**src/design/cphe_pkg.sv**
```systemverilog
// Shared types, constants and text tables for the code point HTML escaper.
`timescale 1ns / 1ps
package cphe_pkg;

    localparam int CP_W       = 21;            // code point width
    localparam int DIGITS     = 7;             // decimal digits of a 21-bit value
    localparam int BCD_W      = 4 * DIGITS;
    localparam int BCD_STAGES = 3;
    localparam int DD_STEPS   = CP_W / BCD_STAGES;   // shift steps per stage
    localparam int MAX_BYTES  = 10;
    localparam int LEN_W      = $clog2(MAX_BYTES + 1);
    localparam int IDX_W      = $clog2(MAX_BYTES);

    // character classes
    localparam logic [2:0] CLS_PASS = 3'd0;
    localparam logic [2:0] CLS_APOS = 3'd1;
    localparam logic [2:0] CLS_QUOT = 3'd2;
    localparam logic [2:0] CLS_LT   = 3'd3;
    localparam logic [2:0] CLS_GT   = 3'd4;
    localparam logic [2:0] CLS_AMP  = 3'd5;
    localparam logic [2:0] CLS_BR   = 3'd6;
    localparam logic [2:0] CLS_DEC  = 3'd7;

    // ASCII
    localparam logic [7:0] CH_NL    = 8'h0A;
    localparam logic [7:0] CH_SPACE = 8'h20;
    localparam logic [7:0] CH_QUOT  = 8'h22;
    localparam logic [7:0] CH_HASH  = 8'h23;
    localparam logic [7:0] CH_AMP   = 8'h26;
    localparam logic [7:0] CH_APOS  = 8'h27;
    localparam logic [7:0] CH_SLASH = 8'h2F;
    localparam logic [7:0] CH_ZERO  = 8'h30;
    localparam logic [7:0] CH_SEMI  = 8'h3B;
    localparam logic [7:0] CH_LT    = 8'h3C;
    localparam logic [7:0] CH_GT    = 8'h3E;
    localparam logic [7:0] CH_DEL   = 8'h7F;
    localparam logic [7:0] CH_A     = 8'h61;
    localparam logic [7:0] CH_B     = 8'h62;
    localparam logic [7:0] CH_G     = 8'h67;
    localparam logic [7:0] CH_L     = 8'h6C;
    localparam logic [7:0] CH_M     = 8'h6D;
    localparam logic [7:0] CH_O     = 8'h6F;
    localparam logic [7:0] CH_P     = 8'h70;
    localparam logic [7:0] CH_Q     = 8'h71;
    localparam logic [7:0] CH_R     = 8'h72;
    localparam logic [7:0] CH_S     = 8'h73;
    localparam logic [7:0] CH_T     = 8'h74;
    localparam logic [7:0] CH_U     = 8'h75;

    typedef logic [MAX_BYTES-1:0][7:0] t_bytes;

    typedef struct packed {
        t_bytes            bytes;
        logic [LEN_W-1:0]  len;
    } t_text;

    // item as it moves through the conversion stages
    typedef struct packed {
        logic [2:0]       cls;
        logic [7:0]       ch;
        logic [CP_W-1:0]  bin;
        logic [BCD_W-1:0] bcd;
        logic             eot;
    } t_work;

    // one result byte
    typedef struct packed {
        logic [7:0] out_byte;
        logic       last_of_item;
        logic       end_of_string;
    } t_res;

    // fixed entity text for the named classes
    function automatic t_text ent_text(input logic [2:0] cls);
        t_text t;
        t.bytes = '0;
        t.len   = '0;
        unique case (cls)
            CLS_APOS: begin
                t.bytes[0] = CH_AMP; t.bytes[1] = CH_A; t.bytes[2] = CH_P;
                t.bytes[3] = CH_O;   t.bytes[4] = CH_S; t.bytes[5] = CH_SEMI;
                t.len = LEN_W'(6);
            end
            CLS_QUOT: begin
                t.bytes[0] = CH_AMP; t.bytes[1] = CH_Q; t.bytes[2] = CH_U;
                t.bytes[3] = CH_O;   t.bytes[4] = CH_T; t.bytes[5] = CH_SEMI;
                t.len = LEN_W'(6);
            end
            CLS_LT: begin
                t.bytes[0] = CH_AMP; t.bytes[1] = CH_L; t.bytes[2] = CH_T;
                t.bytes[3] = CH_SEMI;
                t.len = LEN_W'(4);
            end
            CLS_GT: begin
                t.bytes[0] = CH_AMP; t.bytes[1] = CH_G; t.bytes[2] = CH_T;
                t.bytes[3] = CH_SEMI;
                t.len = LEN_W'(4);
            end
            CLS_AMP: begin
                t.bytes[0] = CH_AMP; t.bytes[1] = CH_A; t.bytes[2] = CH_M;
                t.bytes[3] = CH_P;   t.bytes[4] = CH_SEMI;
                t.len = LEN_W'(5);
            end
            CLS_BR: begin
                t.bytes[0] = CH_LT;    t.bytes[1] = CH_B;  t.bytes[2] = CH_R;
                t.bytes[3] = CH_SLASH; t.bytes[4] = CH_GT;
                t.len = LEN_W'(5);
            end
            default: begin
                t.bytes = '0;
                t.len   = '0;
            end
        endcase
        return t;
    endfunction

endpackage

```
**src/design/cphe_if.sv**
```systemverilog
// Valid/ready channel interfaces for code points in and escaped bytes out.
`timescale 1ns / 1ps
interface cphe_in_if;
    logic                       valid;
    logic                       ready;
    logic [cphe_pkg::CP_W-1:0]  code_point;
    logic                       end_of_text;

    modport source (output valid, code_point, end_of_text, input ready);
    modport sink   (input valid, code_point, end_of_text, output ready);
endinterface

interface cphe_out_if;
    logic       valid;
    logic       ready;
    logic [7:0] out_byte;
    logic       last_of_item;
    logic       end_of_string;

    modport source (output valid, out_byte, last_of_item, end_of_string, input ready);
    modport sink   (input valid, out_byte, last_of_item, end_of_string, output ready);
endinterface

```
**src/design/cphe_bcd_stage.sv**
```systemverilog
// One pipeline stage of the binary to BCD conversion (shift and add-3).
`timescale 1ns / 1ps
module cphe_bcd_stage (
    input  logic            i_clk,
    input  logic            i_rst_n,
    input  logic            i_valid,
    output logic            o_ready,
    input  cphe_pkg::t_work i_work,
    output logic            o_valid,
    input  logic            i_ready,
    output cphe_pkg::t_work o_work
);
    import cphe_pkg::*;

    logic  r_valid;
    t_work r_work;
    t_work n_work;

    always_comb begin
        n_work = i_work;
        for (int s = 0; s < DD_STEPS; s++) begin
            for (int d = 0; d < DIGITS; d++) begin
                if (n_work.bcd[4*d +: 4] >= 4'd5) begin
                    n_work.bcd[4*d +: 4] = n_work.bcd[4*d +: 4] + 4'd3;
                end
            end
            n_work.bcd = {n_work.bcd[BCD_W-2:0], n_work.bin[CP_W-1]};
            n_work.bin = {n_work.bin[CP_W-2:0], 1'b0};
        end
    end

    assign o_ready = !r_valid || i_ready;

    always_ff @(posedge i_clk) begin
        if (!i_rst_n) begin
            r_valid <= 1'b0;
        end else if (o_ready) begin
            r_valid <= i_valid;
        end
    end

    always_ff @(posedge i_clk) begin
        if (o_ready && i_valid) begin
            r_work <= n_work;
        end
    end

    assign o_valid = r_valid;
    assign o_work  = r_work;

endmodule

```
**src/design/cphe_emit.sv**
```systemverilog
// Output stage: builds the escaped text of one item and sends it a byte per transfer.
`timescale 1ns / 1ps
module cphe_emit (
    input  logic            i_clk,
    input  logic            i_rst_n,
    input  logic            i_valid,
    output logic            o_ready,
    input  cphe_pkg::t_work i_work,
    output logic            o_valid,
    input  logic            i_ready,
    output cphe_pkg::t_res  o_res
);
    import cphe_pkg::*;

    logic                     r_valid;
    t_bytes                   r_bytes;
    logic [LEN_W-1:0]         r_len;
    logic [IDX_W-1:0]         r_idx;
    logic                     r_eot;

    t_bytes                   n_bytes;
    logic [LEN_W-1:0]         n_len;
    logic [DIGITS-1:0][3:0]   dig;
    logic [2:0]               ndig;
    logic [2:0]               pos;
    logic [2:0]               sel;
    t_text                    ent;
    logic                     is_last;
    logic                     done;

    assign dig = i_work.bcd;
    assign ent = ent_text(i_work.cls);

    // format the item
    always_comb begin
        ndig = 3'd1;
        for (int d = 1; d < DIGITS; d++) begin
            if (dig[d] != 4'd0) begin
                ndig = 3'(d + 1);
            end
        end
        n_bytes = '0;
        n_len   = '0;
        pos     = '0;
        sel     = '0;
        case (i_work.cls)
            CLS_PASS: begin
                n_bytes[0] = i_work.ch;
                n_len      = LEN_W'(1);
            end
            CLS_DEC: begin
                n_bytes[0] = CH_AMP;
                n_bytes[1] = CH_HASH;
                for (int k = 2; k < MAX_BYTES; k++) begin
                    pos = 3'(k - 2);
                    sel = ndig - 3'd1 - pos;
                    if (pos < ndig) begin
                        n_bytes[k] = CH_ZERO | {4'd0, dig[sel]};
                    end else if (pos == ndig) begin
                        n_bytes[k] = CH_SEMI;
                    end
                end
                n_len = LEN_W'(ndig) + LEN_W'(3);
            end
            default: begin
                n_bytes = ent.bytes;
                n_len   = ent.len;
            end
        endcase
    end

    assign is_last = (LEN_W'(r_idx) == (r_len - LEN_W'(1)));
    assign done    = r_valid && i_ready && is_last;
    assign o_ready = !r_valid || done;

    always_ff @(posedge i_clk) begin
        if (!i_rst_n) begin
            r_valid <= 1'b0;
            r_idx   <= '0;
        end else if (o_ready) begin
            r_valid <= i_valid;
            r_idx   <= '0;
        end else if (r_valid && i_ready) begin
            r_idx <= r_idx + IDX_W'(1);
        end
    end

    always_ff @(posedge i_clk) begin
        if (o_ready && i_valid) begin
            r_bytes <= n_bytes;
            r_len   <= n_len;
            r_eot   <= i_work.eot;
        end
    end

    assign o_valid             = r_valid;
    assign o_res.out_byte      = r_bytes[r_idx];
    assign o_res.last_of_item  = is_last;
    assign o_res.end_of_string = is_last && r_eot;

`ifndef SYNTHESIS
    a_idx_in_range: assert property (@(posedge i_clk) disable iff (!i_rst_n)
        r_valid |-> (LEN_W'(r_idx) < r_len))
        else $error("byte index past item length");
    a_len_range: assert property (@(posedge i_clk) disable iff (!i_rst_n)
        r_valid |-> (r_len != '0 && r_len <= LEN_W'(MAX_BYTES)))
        else $error("item length out of range");
    a_stall_hold: assert property (@(posedge i_clk) disable iff (!i_rst_n)
        (r_valid && !i_ready) |=> (r_valid && $stable(r_idx)))
        else $error("held item moved during stall");
    a_drain: assert property (@(posedge i_clk) disable iff (!i_rst_n)
        (done && !i_valid) |=> !r_valid)
        else $error("finished item not released");
`endif

endmodule

```
**src/design/code_point_html_escape_unit.sv**
```systemverilog
// Top level of the code point HTML escaper.
`timescale 1ns / 1ps
// Usage:
//   i_item carries one code point (21 bits) and an end_of_text flag per transfer.
//   o_result carries one escaped ASCII byte per transfer, with last_of_item on
//   the final byte of each code point and end_of_string on the final byte of
//   a code point that came with end_of_text set.
//   i_cfg_wr_en / i_cfg_wr_data write newline_as_break; write it only while
//   the block is empty.
// Path: each item passes three BCD stages (the first also classifying)
//   and then the output buffer, from which its bytes are offered.
// Throughput: one code point per cycle while each expands to a single byte and
//   o_result.ready is high. An item of N bytes (N = 1..10) holds the output
//   buffer until its last byte transfers; the byte-wide output sets the rate.
// Reset (synchronous, active low) empties every stage and clears the break
//   mode to 0.
// Stall: when o_result.ready is low the output byte holds and the pipeline
//   fills behind it; i_item.ready drops once all stages are occupied. Nothing
//   is lost or repeated.
module code_point_html_escape_unit (
    input  logic i_clk,
    input  logic i_rst_n,
    input  logic i_cfg_wr_en,
    input  logic i_cfg_wr_data,
    cphe_in_if.sink    i_item,
    cphe_out_if.source o_result
);
    import cphe_pkg::*;

    logic   r_nl_break;

    // stage chain: index 0 is the entry, BCD_STAGES is the emit input
    logic   st_valid [BCD_STAGES+1];
    logic   st_ready [BCD_STAGES+1];
    t_work  st_work  [BCD_STAGES+1];

    logic [2:0] entry_cls;
    logic       cp_high;
    logic [6:0] cp_low;
    t_res       res;

    always_ff @(posedge i_clk) begin
        if (!i_rst_n) begin
            r_nl_break <= 1'b0;
        end else if (i_cfg_wr_en) begin
            r_nl_break <= i_cfg_wr_data;
        end
    end

    // classify the code point on entry
    assign cp_high = |i_item.code_point[CP_W-1:7];
    assign cp_low  = i_item.code_point[6:0];

    always_comb begin
        entry_cls = CLS_DEC;
        if (!cp_high) begin
            unique case ({1'b0, cp_low})
                CH_APOS: entry_cls = CLS_APOS;
                CH_QUOT: entry_cls = CLS_QUOT;
                CH_LT:   entry_cls = CLS_LT;
                CH_GT:   entry_cls = CLS_GT;
                CH_AMP:  entry_cls = CLS_AMP;
                CH_NL:   entry_cls = r_nl_break ? CLS_BR : CLS_PASS;
                default: begin
                    // printable ASCII passes, controls and DEL go decimal
                    if ({1'b0, cp_low} >= CH_SPACE && {1'b0, cp_low} != CH_DEL) begin
                        entry_cls = CLS_PASS;
                    end else begin
                        entry_cls = CLS_DEC;
                    end
                end
            endcase
        end
    end

    assign st_valid[0]     = i_item.valid;
    assign i_item.ready    = st_ready[0];
    assign st_work[0].cls  = entry_cls;
    assign st_work[0].ch   = {1'b0, cp_low};
    assign st_work[0].bin  = i_item.code_point;
    assign st_work[0].bcd  = '0;
    assign st_work[0].eot  = i_item.end_of_text;

    // binary to decimal, DD_STEPS bits per stage
    for (genvar g = 0; g < BCD_STAGES; g++) begin : g_bcd
        cphe_bcd_stage u_bcd (
            .i_clk   (i_clk),
            .i_rst_n (i_rst_n),
            .i_valid (st_valid[g]),
            .o_ready (st_ready[g]),
            .i_work  (st_work[g]),
            .o_valid (st_valid[g+1]),
            .i_ready (st_ready[g+1]),
            .o_work  (st_work[g+1])
        );
    end

    // formatting and byte serialization
    cphe_emit u_emit (
        .i_clk   (i_clk),
        .i_rst_n (i_rst_n),
        .i_valid (st_valid[BCD_STAGES]),
        .o_ready (st_ready[BCD_STAGES]),
        .i_work  (st_work[BCD_STAGES]),
        .o_valid (o_result.valid),
        .i_ready (o_result.ready),
        .o_res   (res)
    );

    assign o_result.out_byte      = res.out_byte;
    assign o_result.last_of_item  = res.last_of_item;
    assign o_result.end_of_string = res.end_of_string;

endmodule

```
**src/flat_wrapper.sv**
```systemverilog
// flat-port wrapper written by rule: the top's interface ports become plain ports
module code_point_html_escape_unit_flat import cphe_pkg::*;
  (i_clk, i_rst_n, i_cfg_wr_en, i_cfg_wr_data, i_item_valid, i_item_code_point, i_item_end_of_text, i_item_ready, o_result_valid, o_result_out_byte, o_result_last_of_item, o_result_end_of_string, o_result_ready);
  cphe_in_if i_item_i ();
  cphe_out_if o_result_i ();
  input  logic i_clk;
  input  logic i_rst_n;
  input  logic i_cfg_wr_en;
  input  logic i_cfg_wr_data;
  input wire logic [$bits(i_item_i.valid)-1:0] i_item_valid;
  input wire logic [$bits(i_item_i.code_point)-1:0] i_item_code_point;
  input wire logic [$bits(i_item_i.end_of_text)-1:0] i_item_end_of_text;
  output wire logic [$bits(i_item_i.ready)-1:0] i_item_ready;
  output wire logic [$bits(o_result_i.valid)-1:0] o_result_valid;
  output wire logic [$bits(o_result_i.out_byte)-1:0] o_result_out_byte;
  output wire logic [$bits(o_result_i.last_of_item)-1:0] o_result_last_of_item;
  output wire logic [$bits(o_result_i.end_of_string)-1:0] o_result_end_of_string;
  input wire logic [$bits(o_result_i.ready)-1:0] o_result_ready;
  assign i_item_i.valid = i_item_valid;
  assign i_item_i.code_point = i_item_code_point;
  assign i_item_i.end_of_text = i_item_end_of_text;
  assign i_item_ready = i_item_i.ready;
  assign o_result_valid = o_result_i.valid;
  assign o_result_out_byte = o_result_i.out_byte;
  assign o_result_last_of_item = o_result_i.last_of_item;
  assign o_result_end_of_string = o_result_i.end_of_string;
  assign o_result_i.ready = o_result_ready;
  code_point_html_escape_unit u_core (.i_clk(i_clk), .i_rst_n(i_rst_n), .i_cfg_wr_en(i_cfg_wr_en), .i_cfg_wr_data(i_cfg_wr_data), .i_item(i_item_i), .o_result(o_result_i));
endmodule
```
**config.mk**
```make
export PLATFORM = sky130hd
export DESIGN_NAME = code_point_html_escape_unit_flat
export DESIGN_NICKNAME = d
export VERILOG_FILES = /design/src/design/cphe_pkg.sv /design/src/design/cphe_if.sv /design/src/design/cphe_bcd_stage.sv /design/src/design/cphe_emit.sv /design/src/design/code_point_html_escape_unit.sv /design/src/flat_wrapper.sv
export SDC_FILE = /design/constraint.sdc
export NUM_CORES = 1
export LEC_CHECK = 0
export BUFFER_PORTS_ARGS = -buffer_cell sky130_fd_sc_hd__buf_2
export CORE_UTILIZATION = 47
export DETAILED_ROUTE_END_ITERATION = 6
export HOLD_SLACK_MARGIN = 0.15
export PLACE_DENSITY = 0.73
export SYNTH_ARGS = -nofsm -noshare
export SYNTH_HDL_FRONTEND = slang
export SYNTH_HIERARCHICAL = 1
export SYNTH_SLANG_ARGS = --single-unit
```
**constraint.sdc**
```tcl
create_clock -name i_clk -period 6.9 [get_ports i_clk]
set_input_delay 1.725 -clock i_clk [delete_from_list [all_inputs] [get_ports i_clk]]
set_output_delay 1.725 -clock i_clk [all_outputs]
set_load 0.1 [all_outputs]
```
==> flow_summary.toml <==
[sta]
timing.slew.headroom_pct = 28.50
finalMaxSlewViolations = 0
post-route-period-util_pct = 93.21
period_needed_ps = 6431
finalHoldViolCount = 0
finClkSkew_ps = 34.65
setup_ws_ps = 468.5
setup_violations = 0
tightest_slew_ps = 1069
fmax_ghz = 0.1555

[worst_hold_path]
holdPathStages = 0
min_path_type = "flip-flop to flip-flop"
min_from = "u_core/g_bcd[0].u_bcd/o_work[42]$_DFFE_PP_"
hold_path_end = "u_core/g_bcd[1].u_bcd/o_work[49]$_DFFE_PP_"

[cts]
cts_tree = "yes"
clock_path_buffers = 3
clk_pin_slew_ps = 60
htree_levels = 1
cts_made_buffers = 25
clkLatencyLatePin_ps = 570
cts_sinks = 209
clockRootBuffer = "clkbuf_16"

[drt]
dr_wl_met2_um = 34890
drc_errors = 0
viasPerCell = 6.178
met1_length_um = 32800
ant_nets = 0
maxUsedRoutingLayer = "met4"
wl_met3_um = 2709
dr.pass1.iters = 6
drtIter0Drc = 2175
wl_per_cell_um = 15.04
via_count = 29490
drt_wl_total_um = 71800

[floorplan]
pin_count = 40
die_h_um = 256.9
die_area_um2 = 65990
start_util_pct = 47.45
design.core.area_um2 = 64350
die_x_um = 256.9
rows = 93

[cells_and_area]
drive_gt1_share_pct = 13.88
area_growth_pct = 7.688
n_antenna_cell = 0
layout.nets = 4041
fillers = 6139

[critical_path]
r2r_end = "u_core/g_bcd[1].u_bcd/o_work[11]$_DFFE_PP_"
r2r_slack_ps = 470
criticalPathCategory = "flip-flop to flip-flop"
crit_required_ps = 7320
cp.arrival_ps = 6850
crit_path_end_kind = "flip-flop"
critPathMaxFanout = 11
reg2regPathDepth = 26
critPathLaunchType = "flip-flop"
r2r-start = "u_core/g_bcd[0].u_bcd/o_work[5]$_DFFE_PP_"

[grt]
overflow = 0
grt_pass1_wl_um = 121400
antenna_found_initial = 0
grt_max_degree = 60
grt_util_all_layers_pct = 20.67
grt_pass1_vias = 26100

[run_status]
status = "finished clean"

[placement]
dpl.hpwl_um = 53760
io_buffers = 39
place_congestion = 0.9129
place_ws_ps = 206.2

[logic_synthesis]
synthCells = 3831
synthesis.area_um2 = 30530
synth_area_per_cell_um2 = 7.970
synth-warning-count = 6

[run]
maxCapViolations = 0
critical path, stage by stage (launching register included):
cell,delay [ps]
edfxtp_1,390
inv_1,150
ha_2,290
and2b_4,240
a2bb2oi_2,240
o211ai_1,240
a31oi_4,320
inv_2,100
ha_1,250
a22o_1,220
or3b_4,420
mux2i_4,230
ha_1,190
o21ai_0,70
a21bo_2,310
nor3_2,120
o32ai_4,310
xor2_2,190
inv_2,90
ha_1,220
o21ai_0,160
nand2_1,80
a32o_1,250
a211o_1,420
and2_1,220
or4_1,470
o21ai_1,80
state kept, by name (all words and copies together), names as in the netlist:
signal / count
u_core/u_emit/r_eot: 1
u_core/g_bcd.u_bcd/o_work: 141
u_core/u_emit/r_idx: 4
u_core/g_bcd.u_bcd/o_valid: 3
u_core/u_emit/r_bytes: 54
u_core/u_emit/o_valid: 1
u_core/u_emit/r_len: 4
u_core/r_nl_break: 1
timing repair:
| action | in CTS | in global routing |
|---|---|---|
| hold buffers | 0 | 0 |
| gates resized for setup | 0 | 43 |
| setup buffers | 0 | 8 |
| endpoints found under the setup margin | 0 | 11 |
cell usage in the layout (no fill, tap or decap), drive strengths merged, types with 31 or more instances in the layout:
| master | count |
|---|---|
| nand4 | 31 |
| or2 | 41 |
| nor2 | 330 |
| a21oi | 243 |
| o211ai | 64 |
| a211o | 31 |
| a31oi | 58 |
| o21a | 55 |
| a21boi | 42 |
| nor2b | 38 |
| and2 | 76 |
| mux2 | 41 |
| xnor2 | 52 |
| ha | 112 |
| and3 | 37 |
| nor3 | 141 |
| conb | 121 |
| o21ai | 312 |
| nand2b | 69 |
| edfxtp | 200 |
| nor4 | 55 |
| nand3 | 127 |
| inv | 217 |
| nand2 | 310 |
| a211oi | 109 |
| o31ai | 55 |
| or3 | 39 |
| a21o | 31 |
| clkbuf | 35 |
| o22ai | 71 |
| buf | 86 |
| mux2i | 110 |
worst max-delay path by stage:
stage | startpoint | endpoint | slack (ps)
floorplan | u_core/g_bcd[0].u_bcd/o_work[5]$_DFFE_PP_ | u_core/g_bcd[1].u_bcd/o_work[12]$_DFFE_PP_ | 590
global placement | u_core/g_bcd[0].u_bcd/o_work[2]$_DFFE_PP_ | u_core/g_bcd[1].u_bcd/o_work[11]$_DFFE_PP_ | 440
detailed placement | u_core/g_bcd[0].u_bcd/o_work[2]$_DFFE_PP_ | u_core/g_bcd[1].u_bcd/o_work[11]$_DFFE_PP_ | 210
CTS | u_core/g_bcd[0].u_bcd/o_work[2]$_DFFE_PP_ | u_core/g_bcd[1].u_bcd/o_work[11]$_DFFE_PP_ | 190
global route | u_core/g_bcd[1].u_bcd/o_work[1]$_DFFE_PP_ | u_core/g_bcd[2].u_bcd/o_work[13]$_DFFE_PP_ | -3
finish | u_core/g_bcd[0].u_bcd/o_work[5]$_DFFE_PP_ | u_core/g_bcd[1].u_bcd/o_work[11]$_DFFE_PP_ | 470
final cells by class:
class                           instances  area [um2]  share of cell area [%]
Sequential cell                       209        6186                   18.81
Inverter                              219       842.1                   2.561
Multi-Input combinational cell       3360       23420                   71.21
Clock inverter                         10       136.4                  0.4148
Tap cell                              855        1070                   3.254
Clock buffer                           35       683.2                   2.078
Timing Repair Buffer                   86       548.0                   1.667
through the flow:
stage	std cells	area (um2)	hold slack [ps]	util, %	setup TNS, ps
floorplan	3951	30980	400.3	-	0
global placement	4721	31800	401.1	49.42	0
detailed placement	4721	31800	405.7	49.42	0
CTS	4766	32620	414.5	50.69	0
global route	4774	32880	422.1	51.10	-3.427
finish	4774	32880	409.3	51.10	0
routing by layer:
layer | track usage, % | vias up
met5 | 0 | -
met4 | 5.208 | 0
met3 | 1.734 | 108
met2 | 36.24 | 716
met1 | 27.26 | 13760
li1 | - | 14910
Power is not shown: default switching activity piles up to over one toggle a cycle in this logic, so the estimate is an artifact.
